[config.mk]
export PLATFORM = sky130hd
export DESIGN_NAME = murmur64a_string_hash_unit
export DESIGN_NICKNAME = d
export VERILOG_FILES = /design/src/sv/mh64_pkg.sv /design/src/sv/mh64_datapath.sv /design/src/sv/mh64_ctrl.sv /design/src/sv/murmur64a_string_hash_unit.sv
export SDC_FILE = /design/constraint.sdc
export NUM_CORES = 2
export LEC_CHECK = 0
export BUFFER_PORTS_ARGS = -buffer_cell sky130_fd_sc_hd__buf_4
export CAP_MARGIN = 20
export CELL_PAD_IN_SITES_DETAIL_PLACEMENT = 2
export CELL_PAD_IN_SITES_GLOBAL_PLACEMENT = 2
export CORE_MARGIN = 2
export CORE_UTILIZATION = 40
export DETAILED_ROUTE_END_ITERATION = 6
export PLACE_DENSITY_LB_ADDON = 0.1
export SYNTH_ARGS = -nofsm -noshare
export SYNTH_HDL_FRONTEND = slang
export SYNTH_SLANG_ARGS = --single-unit
[constraint.sdc]
create_clock -name i_clk -period 11.9 [get_ports i_clk]
set_clock_uncertainty 0.1 [all_clocks]
set_input_delay 1.785 -clock i_clk [delete_from_list [all_inputs] [get_ports i_clk]]
set_output_delay 1.785 -clock i_clk [all_outputs]
set_load 0.005 [all_outputs]
[src/sv/mh64_pkg.sv]
// ---------------------------------------------------------------------------
// mh64_pkg: shared types and constants for the MurmurHash64A hash unit
// Holds the multiplier constant, the shift amount and the command struct
// that the controller sends to the datapath.
// ---------------------------------------------------------------------------
`default_nettype none

package mh64_pkg;

    localparam logic [63:0] MUR_M    = 64'hc6a4a7935bd1e995;
    localparam logic [31:0] MUR_M_LO = MUR_M[31:0];
    localparam logic [31:0] MUR_M_HI = MUR_M[63:32];
    localparam int unsigned MUR_R    = 47;

    // Multiply jobs, one-hot so the pending set picks its lowest bit directly
    typedef enum logic [4:0] {
        OP_INIT = 5'b00001,
        OP_MIX1 = 5'b00010,
        OP_MIX2 = 5'b00100,
        OP_HMUL = 5'b01000,
        OP_FIN  = 5'b10000
    } t_mul_op;

    // Source of the multiplier operand
    typedef enum logic [2:0] {
        SEL_LEN    = 3'd0,
        SEL_WORD   = 3'd1,
        SEL_MIX    = 3'd2,
        SEL_H_ACC  = 3'd3,
        SEL_H_TAIL = 3'd4,
        SEL_H_FIN  = 3'd5
    } t_opsel;

    // Update of the running hash when a product completes
    typedef enum logic [1:0] {
        POST_NONE = 2'd0,
        POST_SEED = 2'd1,
        POST_SET  = 2'd2,
        POST_FIN  = 2'd3
    } t_post;

    typedef struct packed {
        logic       capture;
        logic       load_op;
        t_opsel     opsel;
        logic       mul_en;
        logic [1:0] mul_step;
        t_post      post;
        logic       load_out;
    } t_dp_cmd;

endpackage

`default_nettype wire

[src/sv/mh64_datapath.sv]
// ---------------------------------------------------------------------------
// mh64_datapath: hash registers and shared 32x32 multiplier
// Forms each 64-bit product modulo 2^64 with the constant over four steps
// and applies the hash update that the controller commands.
// ---------------------------------------------------------------------------
`default_nettype none

module mh64_datapath (
    input  wire logic              i_clk,
    input  wire logic              i_rst_n,
    input  wire logic              i_cfg_wr_en,
    input  wire logic [63:0]       i_cfg_wr_data,
    input  wire logic [63:0]       i_data_word,
    input  wire logic [3:0]        i_valid_bytes,
    input  wire logic [31:0]       i_string_length,
    input  wire mh64_pkg::t_dp_cmd i_cmd,
    output      logic [63:0]       o_hash_value
);
    import mh64_pkg::*;

    logic [63:0] r_seed;
    logic [63:0] r_hash;
    logic [63:0] r_tail;
    logic [31:0] r_len;
    logic [63:0] r_mop;
    logic [63:0] r_prod;
    logic [63:0] r_acc;
    logic [63:0] r_out;

    logic [63:0] masked_word;
    logic [63:0] operand;
    logic [31:0] mul_x;
    logic [31:0] mul_y;
    logic [63:0] mul_p;
    logic [63:0] prod_sum;

    always_comb begin
        for (int b = 0; b < 8; b++) begin
            masked_word[8*b +: 8] = (4'(b) < i_valid_bytes) ? i_data_word[8*b +: 8] : 8'h00;
        end
    end

    always_comb begin
        unique case (i_cmd.opsel)
            SEL_LEN:    operand = {32'h0, r_len};
            SEL_WORD:   operand = r_tail;
            SEL_MIX:    operand = r_acc ^ (r_acc >> MUR_R);
            SEL_H_ACC:  operand = r_hash ^ r_acc;
            SEL_H_TAIL: operand = r_hash ^ r_tail;
            SEL_H_FIN:  operand = r_hash ^ (r_hash >> MUR_R);
            default:    operand = '0;
        endcase
    end

    // low x low, then the two cross terms shifted up; the high x high term falls off
    assign mul_x    = (i_cmd.mul_step == 2'd2) ? r_mop[63:32] : r_mop[31:0];
    assign mul_y    = (i_cmd.mul_step == 2'd1) ? MUR_M_HI : MUR_M_LO;
    assign mul_p    = {32'h0, mul_x} * {32'h0, mul_y};
    assign prod_sum = r_acc + r_prod;

    always_ff @(posedge i_clk) begin
        if (i_cmd.capture) begin
            r_tail <= masked_word;
            r_len  <= i_string_length;
        end
        if (i_cmd.load_op) begin
            r_mop <= operand;
        end
        if (i_cmd.mul_en) begin
            unique case (i_cmd.mul_step)
                2'd0: r_prod <= mul_p;
                2'd1: begin
                    r_acc  <= r_prod;
                    r_prod <= {mul_p[31:0], 32'h0};
                end
                2'd2: begin
                    r_acc  <= prod_sum;
                    r_prod <= {mul_p[31:0], 32'h0};
                end
                2'd3: r_acc <= prod_sum;
            endcase
        end
        if (i_cmd.load_out) begin
            r_out <= r_hash;
        end
    end

    always_ff @(posedge i_clk) begin
        if (!i_rst_n) begin
            r_seed <= '0;
            r_hash <= '0;
        end else begin
            if (i_cfg_wr_en) begin
                r_seed <= i_cfg_wr_data;
            end
            unique case (i_cmd.post)
                POST_NONE: ;
                POST_SEED: r_hash <= r_seed ^ prod_sum;
                POST_SET:  r_hash <= prod_sum;
                POST_FIN:  r_hash <= prod_sum ^ (prod_sum >> MUR_R);
            endcase
        end
    end

    assign o_hash_value = r_out;

endmodule

`default_nettype wire

[src/sv/mh64_ctrl.sv]
// ---------------------------------------------------------------------------
// mh64_ctrl: sequencer for the MurmurHash64A hash unit
// Tracks the multiply jobs that a word needs, steps the shared multiplier
// and owns both handshakes.
// ---------------------------------------------------------------------------
`default_nettype none

module mh64_ctrl (
    input  wire logic              i_clk,
    input  wire logic              i_rst_n,
    input  wire logic              i_valid,
    output      logic              o_stall,
    input  wire logic [3:0]        i_valid_bytes,
    input  wire logic              i_first_word,
    input  wire logic              i_last_word,
    output      logic              o_valid,
    input  wire logic              i_stall,
    output      mh64_pkg::t_dp_cmd o_cmd
);
    import mh64_pkg::*;

    typedef enum logic [6:0] {
        S_IDLE = 7'b0000001,
        S_LOAD = 7'b0000010,
        S_MUL0 = 7'b0000100,
        S_MUL1 = 7'b0001000,
        S_MUL2 = 7'b0010000,
        S_MUL3 = 7'b0100000,
        S_EMIT = 7'b1000000
    } t_state;

    t_state      r_state;
    t_state      n_state;
    logic [4:0]  r_pend;
    logic [4:0]  n_pend;
    logic        r_full;
    logic        r_last;
    logic        r_out_valid;

    logic        accept;
    logic        out_free;
    logic [4:0]  accept_pend;
    logic [4:0]  rest_pend;
    t_mul_op     op;

    assign accept   = i_valid && (r_state == S_IDLE);
    assign out_free = !r_out_valid || !i_stall;

    assign accept_pend = {i_last_word, (|i_valid_bytes), i_valid_bytes[3],
                          i_valid_bytes[3], i_first_word};

    // lowest pending job runs next
    assign op        = t_mul_op'(r_pend & (~r_pend + 5'd1));
    assign rest_pend = r_pend & ~op;

    always_comb begin
        n_state = r_state;
        n_pend  = r_pend;
        unique case (r_state)
            S_IDLE: begin
                if (accept) begin
                    n_pend  = accept_pend;
                    n_state = (|accept_pend) ? S_LOAD : S_IDLE;
                end
            end
            S_LOAD: n_state = S_MUL0;
            S_MUL0: n_state = S_MUL1;
            S_MUL1: n_state = S_MUL2;
            S_MUL2: n_state = S_MUL3;
            S_MUL3: begin
                n_pend = rest_pend;
                if (|rest_pend) begin
                    n_state = S_LOAD;
                end else if (r_last) begin
                    n_state = S_EMIT;
                end else begin
                    n_state = S_IDLE;
                end
            end
            S_EMIT: begin
                if (out_free) begin
                    n_state = S_IDLE;
                end
            end
            default: n_state = S_IDLE;
        endcase
    end

    always_comb begin
        o_cmd          = '0;
        o_cmd.opsel    = SEL_LEN;
        o_cmd.post     = POST_NONE;
        o_cmd.capture  = accept;
        o_cmd.load_out = (r_state == S_EMIT) && out_free;
        unique case (r_state)
            S_LOAD: begin
                o_cmd.load_op = 1'b1;
                unique case (op)
                    OP_INIT: o_cmd.opsel = SEL_LEN;
                    OP_MIX1: o_cmd.opsel = SEL_WORD;
                    OP_MIX2: o_cmd.opsel = SEL_MIX;
                    OP_HMUL: o_cmd.opsel = r_full ? SEL_H_ACC : SEL_H_TAIL;
                    OP_FIN:  o_cmd.opsel = SEL_H_FIN;
                    default: o_cmd.opsel = SEL_LEN;
                endcase
            end
            S_MUL0: begin
                o_cmd.mul_en   = 1'b1;
                o_cmd.mul_step = 2'd0;
            end
            S_MUL1: begin
                o_cmd.mul_en   = 1'b1;
                o_cmd.mul_step = 2'd1;
            end
            S_MUL2: begin
                o_cmd.mul_en   = 1'b1;
                o_cmd.mul_step = 2'd2;
            end
            S_MUL3: begin
                o_cmd.mul_en   = 1'b1;
                o_cmd.mul_step = 2'd3;
                unique case (op)
                    OP_INIT: o_cmd.post = POST_SEED;
                    OP_HMUL: o_cmd.post = POST_SET;
                    OP_FIN:  o_cmd.post = POST_FIN;
                    default: o_cmd.post = POST_NONE;
                endcase
            end
            default: ;
        endcase
    end

    always_ff @(posedge i_clk) begin
        if (!i_rst_n) begin
            r_state     <= S_IDLE;
            r_pend      <= '0;
            r_full      <= 1'b0;
            r_last      <= 1'b0;
            r_out_valid <= 1'b0;
        end else begin
            r_state <= n_state;
            r_pend  <= n_pend;
            if (accept) begin
                r_full <= i_valid_bytes[3];
                r_last <= i_last_word;
            end
            if (o_cmd.load_out) begin
                r_out_valid <= 1'b1;
            end else if (!i_stall) begin
                r_out_valid <= 1'b0;
            end
        end
    end

    assign o_stall = (r_state != S_IDLE);
    assign o_valid = r_out_valid;

    // finalization multiply always leads to the emit step
    a_fin_emits: assert property (@(posedge i_clk) disable iff (!i_rst_n)
        (r_state == S_MUL3 && op == OP_FIN) |=> (r_state == S_EMIT))
        else $error("finalize did not lead to emit");

    // a pending result that is still stalled blocks the next one
    a_emit_waits: assert property (@(posedge i_clk) disable iff (!i_rst_n)
        (r_state == S_EMIT && r_out_valid && i_stall) |=> (r_state == S_EMIT))
        else $error("result overwritten while stalled");

    a_mix_chain1: assert property (@(posedge i_clk) disable iff (!i_rst_n)
        r_pend[1] |-> (r_pend[2] && r_pend[3]))
        else $error("first mix without the rest of the word chain");

    a_mix_chain2: assert property (@(posedge i_clk) disable iff (!i_rst_n)
        r_pend[2] |-> r_pend[3])
        else $error("second mix without hash fold");

    a_busy_seq: assert property (@(posedge i_clk) disable iff (!i_rst_n)
        (r_state == S_LOAD) |=> (r_state == S_MUL0 && $stable(r_pend)))
        else $error("multiply sequence broken");

endmodule

`default_nettype wire

[src/sv/murmur64a_string_hash_unit.sv]
// ---------------------------------------------------------------------------
// murmur64a_string_hash_unit: MurmurHash64A over a word stream
// Sequence: a word is accepted while idle, then each 64-bit multiply (0 to 5
//   per word) runs a load step and then its multiply steps, and a last word
//   ends in an emit step. A new word is taken only once the last one is through,
//   as the single shared 32x32 multiplier forms each product in four steps; the
//   emit step repeats while an earlier hash is still stalled at the output.
// Reset: synchronous, clears the seed and the running hash to zero.
// ---------------------------------------------------------------------------
`default_nettype none

module murmur64a_string_hash_unit (
    input  wire logic        i_clk,
    input  wire logic        i_rst_n,
    input  wire logic        i_cfg_wr_en,
    input  wire logic [63:0] i_cfg_wr_data,
    input  wire logic        i_valid,
    output      logic        o_stall,
    input  wire logic [63:0] i_data_word,
    input  wire logic [3:0]  i_valid_bytes,
    input  wire logic        i_first_word,
    input  wire logic        i_last_word,
    input  wire logic [31:0] i_string_length,
    output      logic        o_valid,
    input  wire logic        i_stall,
    output      logic [63:0] o_hash_value
);
    import mh64_pkg::*;

    t_dp_cmd cmd;

    mh64_ctrl u_ctrl (
        .i_clk         (i_clk),
        .i_rst_n       (i_rst_n),
        .i_valid       (i_valid),
        .o_stall       (o_stall),
        .i_valid_bytes (i_valid_bytes),
        .i_first_word  (i_first_word),
        .i_last_word   (i_last_word),
        .o_valid       (o_valid),
        .i_stall       (i_stall),
        .o_cmd         (cmd)
    );

    mh64_datapath u_datapath (
        .i_clk           (i_clk),
        .i_rst_n         (i_rst_n),
        .i_cfg_wr_en     (i_cfg_wr_en),
        .i_cfg_wr_data   (i_cfg_wr_data),
        .i_data_word     (i_data_word),
        .i_valid_bytes   (i_valid_bytes),
        .i_string_length (i_string_length),
        .i_cmd           (cmd),
        .o_hash_value    (o_hash_value)
    );

endmodule

`default_nettype wire

# == Yosys cells after proc, flatten, opt, wreduce, memory -nomap -nowiden ==
# Cells that the tools add are included.
# word_totals
register_bits,495
elab_cells,110
out_inout_bits,66
# classes
muxes,22
eq_ne,27
bitwise_logic,10
order_cmp,8
n_mul,1
add_sub_neg,2
n_reduce_logical,20
# op_table
cell,n
$pmux 64 s6,1
$pmux 64 s2,2
$pmux 64 s3,1
$xor 64x17->64,3
$xor 64x64->64,3
$add 64x64->64,1
$mul 32x32->64,1
$mux 32,2
$pmux 7 s7,1
$mux 7,4
$pmux 3 s4,2
$lt 3x4->1 const A,4
$and 5x5->5,2
$not 5->5,2
$pmux 5 s2,1
$eq 2x2->1 const B,4
$lt 1x4->1 const A,2
$lt 2x4->1 const A,2
$reduce_and 2->1,4
$eq 7x1->1 const B,1
$eq 7x2->1 const B,1
$eq 7x3->1 const B,1
$eq 7x4->1 const B,1
$eq 7x5->1 const B,1
31 further kinds,43

# == Longest topological paths before layout ==
# logic_depth
depth_word,8
mapped_depth,44
mapped_depth_nobuf,37

# == Modules after synthesis ==
# From an unflattened synthesis, not the netlist that was laid out.
# unflattened
hier_cells,5021
hier_area_um2,51110.3
# by_module_without_submodules
mod,area_each_um2,seq_area_each_um2,instances,cells_per_inst
mh64_datapath,50064.3,13132.6,1,4882
mh64_ctrl,1046.0,300.3,1,139

# == Worst setup path after synthesis ==
# Ideal clock, no wire load.
# synth_path
path_type,register to register
startpoint,reg u_ctrl.r_state[2]
endpoint,"reg u_datapath.r_prod[57], data pin"
path_buffers,7
stages_incl_launch_ff,39
path_slack_ns,1.128
required_ns,11.540
arrival_time_ns,10.412
cell_sequence,dfxtp_1 > nor3_1 > nand2_1 > or2_2 > clkbuf_1 > and2_1 > clkbuf_1 > inv_2 > buf_1 > ha_1 > clkbuf_1 > clkbuf_1 > buf_1 > mux2i_1 > inv_1 > nand2_1 > inv_1 > fa_1 > (+3 left out) > fa_1 > inv_1 > fa_1 > fa_1 > fa_1 > inv_1 > fa_1 > inv_1 > ha_1 > clkbuf_1 > nand4_1 > nor4_1 > nand4_1 > o211ai_1 > a31oi_1 > o41ai_1 > xnor2_1 > mux2_2
# synth_via
elab_chain_cells,6
# synth_lines
element,line,text
"start, declared",mh64_ctrl.sv:32,t_state r_state;
"start signal, assigned",mh64_ctrl.sv:141,r_state <= n_state;
"$eq 7x6->1, or another cell as far along",mh64_ctrl.sv:95,unique case (r_state)
$pmux 3 s4 *,mh64_ctrl.sv:95,
$eq 2x2->1 / $eq 2x1->1 (equally long branches),"mh64_datapath.sv:56, mh64_datapath.sv:70, mh64_datapath.sv:57",
$mux 32 (on tied branches),"mh64_datapath.sv:56, mh64_datapath.sv:57",
$mul 32x32->64,mh64_datapath.sv:58,"assign mul_p = {32'h0, mul_x} * {32'h0, mul_y};"
$pmux 64 s2 *,mh64_datapath.sv:70,unique case (i_cmd.mul_step)
"end signal, assigned",mh64_datapath.sv:71,2'd0: r_prod <= mul_p;
"end signal, assigned",mh64_datapath.sv:74,"r_prod <= {mul_p[31:0], 32'h0};"
"end signal, assigned",mh64_datapath.sv:78,"r_prod <= {mul_p[31:0], 32'h0};"
"end, declared",mh64_datapath.sv:26,logic [63:0] r_prod;
# Mark *: on every way between the ends. The rest lies on a longest branch, timed or not.
# A chain may end at the register's enable or synchronous reset.

# == Final worst setup path ==
# Ends and elaborated chain as after synthesis.

==> metrics <==
Yosys Warn Count 0; slowest stage cell, crit path ha_2; CP arrival 11.52 ns; nets 6371; relative slew slack 0.244; largest net degree at the start of global routing 74; max_cap viols 0; first-pass GRT wire length 306000 um; Worst path max stage delay 0.63 ns; DRC 0; Tcrit/Tclk final 0.946; top_reg_cell synth edfxtp_1; CTS H-tree depth 2; unrepaired setup endpoints after global routing false; GR Util All Layers 0.325; Die X 359 um; startpoint types flip-flop; Hold Fails Final Rpt 0; vias in the first global route 42879; FF+latch area 0.0134 mm2; Distinct cells, synth 99; highest-count cells in the layout ignoring fill and taps inv_1, fa_1, ha_1; Async SR Flop Fraction 0; Total Wirelength 209000 um; Critical Path Most Common Cell fa_1; Lkg Pwr 25.6 nW; DR WL/cell 30.7 um; global placement routability congestion 0.958; Tmin final 11.25 ns; Power Dens Cells 317 mW/mm2; Worst Max-Slew Pin Slew 1.13 ns; die area 0.129 mm2; core area 0.125 mm2; worst min path class flip-flop to flip-flop; Num CTS Buffers 51; max frequency 88.9 MHz; via count 38155; Resized cells post-CTS 0; syn_area_per_cell 10.2 um2; CTS tree built; Post-synth EDFFs 352; Initial Utilization 0.402; worst vdd rail ir drop 0.383 mV; critical path peak fanout 14; antenna violations before repair 5; dpl cell area 0.0541 mm2; Cells after Synth 4952; Setup Buffers After CTS 0; Worst-path clk slew 0.07 ns; I/O pin total 237; Via-to-Cell Ratio 5.60; top cell type's share of synthesized area 0.248; Mapped Area 0.0505 mm2; Initial DRC Count 2394; maximum clock path buffer count 3; Clock Latency Late Sink 0.63 ns; cell taking the most area after synthesis fa_1; Setup crit end kind flip-flop; Slew Limit Fails 0; FF-to-FF path depth 32; Die Height 359 um; Setup TNS Final 0 ns; top post-synthesis cells by area fa_1, edfxtp_1, ha_1, inv_1, dfxtp_1; Clock Tree Root clkbuf_16; GRT Residual Overflow 0; Seq cells post-synth 495; remaining antenna violation count after routing 0; share of post-route cells with drive strength above 1 0.0970; clk sink count 495; count of final setup violators 0; fillers 13100; area of the multi-input gates 0.0331 mm2; row cnt 130; post-synthesis sequential area ratio 0.266; CTS Hold Bufs 0; hold depth 2; leading cell type in the layout, fill and taps excluded inv_1; status finished, final reports clean; post-DP HPWL 174000 um; cell area after layout 0.0558 mm2; Critical Path RT 12.16 ns; Area growth syn-to-layout 10.5%; number of I/O port buffers 236; Crit Path Class flip-flop to flip-flop; drt pass-1 iters 6
-- synthesized netlist by cell type, drive strengths merged (6+ instances only) --
master / n
nand4: 45
a21o: 70
a21oi: 190
a41oi: 7
or3: 10
buf: 29
a21boi: 7
xor2: 148
edfxtp: 352
a221oi: 6
o211ai: 20
fa: 625
nand2: 449
ha: 460
o221ai: 37
xnor2: 122
nand3: 50
a211oi: 50
o31ai: 11
a222oi: 32
o21a: 18
dfxtp: 143
nor4: 10
o41ai: 6
clkbuf: 171
and3: 13
or2: 40
nor2b: 63
nand2b: 19
and4: 7
and2: 61
inv: 836
o22ai: 8
nor2: 252
nor3: 39
mux2i: 192
a211o: 7
mux2: 35
o21ai: 187
o21bai: 34
a31oi: 15
-- kinds of logic after synthesis --
group / synth area share
other cells: 0.000149
compound gates: 0.0983
flops: 0.266
fa+ha+maj: 0.362
mux: 0.0459
buf+inv: 0.0800
simple gates: 0.0988
xor+xnor: 0.0489
-- layout make-up --
type                       count  share of cell area
antenna                        3            0.000135
clock buffer                  68              0.0251
clock inverter                27             0.00514
inverter                     839              0.0566
multi-input combinational   3420               0.594
sequential                   495               0.241
tap                         1650              0.0370
timing repair buffer         308              0.0415
-- per-stage QoR --
| stage | cells | utilization | total power [mW] | hold slack (ns) | worst slack [ns] |
|---|---|---|---|---|---|
| floorplan | 4956 | - | 11.1 | 0.347 | 1.13 |
| global placement | 6712 | 0.431 | 15.7 | 0.374 | 1.06 |
| detailed placement | 6712 | 0.431 | 15.8 | 0.384 | 0.780 |
| CTS | 6807 | 0.445 | 17.7 | 0.393 | 0.723 |
| global route | 6807 | 0.445 | 19.1 | 0.417 | 0.266 |
| finish | 6810 | 0.445 | 17.7 | 0.385 | 0.647 |
-- final timing paths --
path | start | slack (ns) | to
worst max-delay path | u_ctrl.r_state[2]$_SDFFE_PN0P_ | 0.65 | u_datapath.r_prod[57]$_DFFE_PP_
worst min-delay path | u_ctrl.r_last$_SDFFE_PN0P_ | 0.39 | u_ctrl.r_last$_SDFFE_PN0P_
worst max register to register | u_ctrl.r_state[2]$_SDFFE_PN0P_ | 0.65 | u_datapath.r_prod[57]$_DFFE_PP_
worst min register to register | u_ctrl.r_last$_SDFFE_PN0P_ | 0.39 | u_ctrl.r_last$_SDFFE_PN0P_
-- power breakdown --
| group | internal, mW | total [mW] | switching (mW) |
|---|---|---|---|
| sequential | 2.40 | 2.45 | 0.0530 |
| clock | 0.959 | 1.70 | 0.739 |
| combinational | 4.85 | 13.5 | 8.66 |
| total | 8.21 | 17.7 | 9.46 |
-- flip-flops by register name, indices dropped and copies added (netlist names) --
name and count:
u_datapath.r_len 32, u_ctrl.o_valid 1, u_ctrl.r_state 7, u_datapath.o_hash_value 64
u_ctrl.r_full 1, u_ctrl.r_last 1, u_datapath.r_hash 64, u_datapath.r_prod 64
u_datapath.r_tail 64, u_ctrl.r_pend 5, u_datapath.r_mop 64, u_datapath.r_acc 64
u_datapath.r_seed 64
-- worst max-delay path: cells and delay by family (launching register included) --
family	cells	cell delay [ns]
fa+ha+maj	10	4.73
simple gates	10	2.65
compound gates	3	1.04
buf+inv	5	0.96
mux	2	0.82
flops	1	0.34
xor+xnor	2	0.30
-- per-layer routing --
metal,vias to the layer above,GRT usage,part of all wire
li1,16742,-,-
met1,20194,0.412,0.41
met2,913,0.572,0.50
met3,304,0.0269,0.036
met4,2,0.137,0.050
met5,-,0,0.000072
No activity file was read; power rests on OpenSTA's default activity.
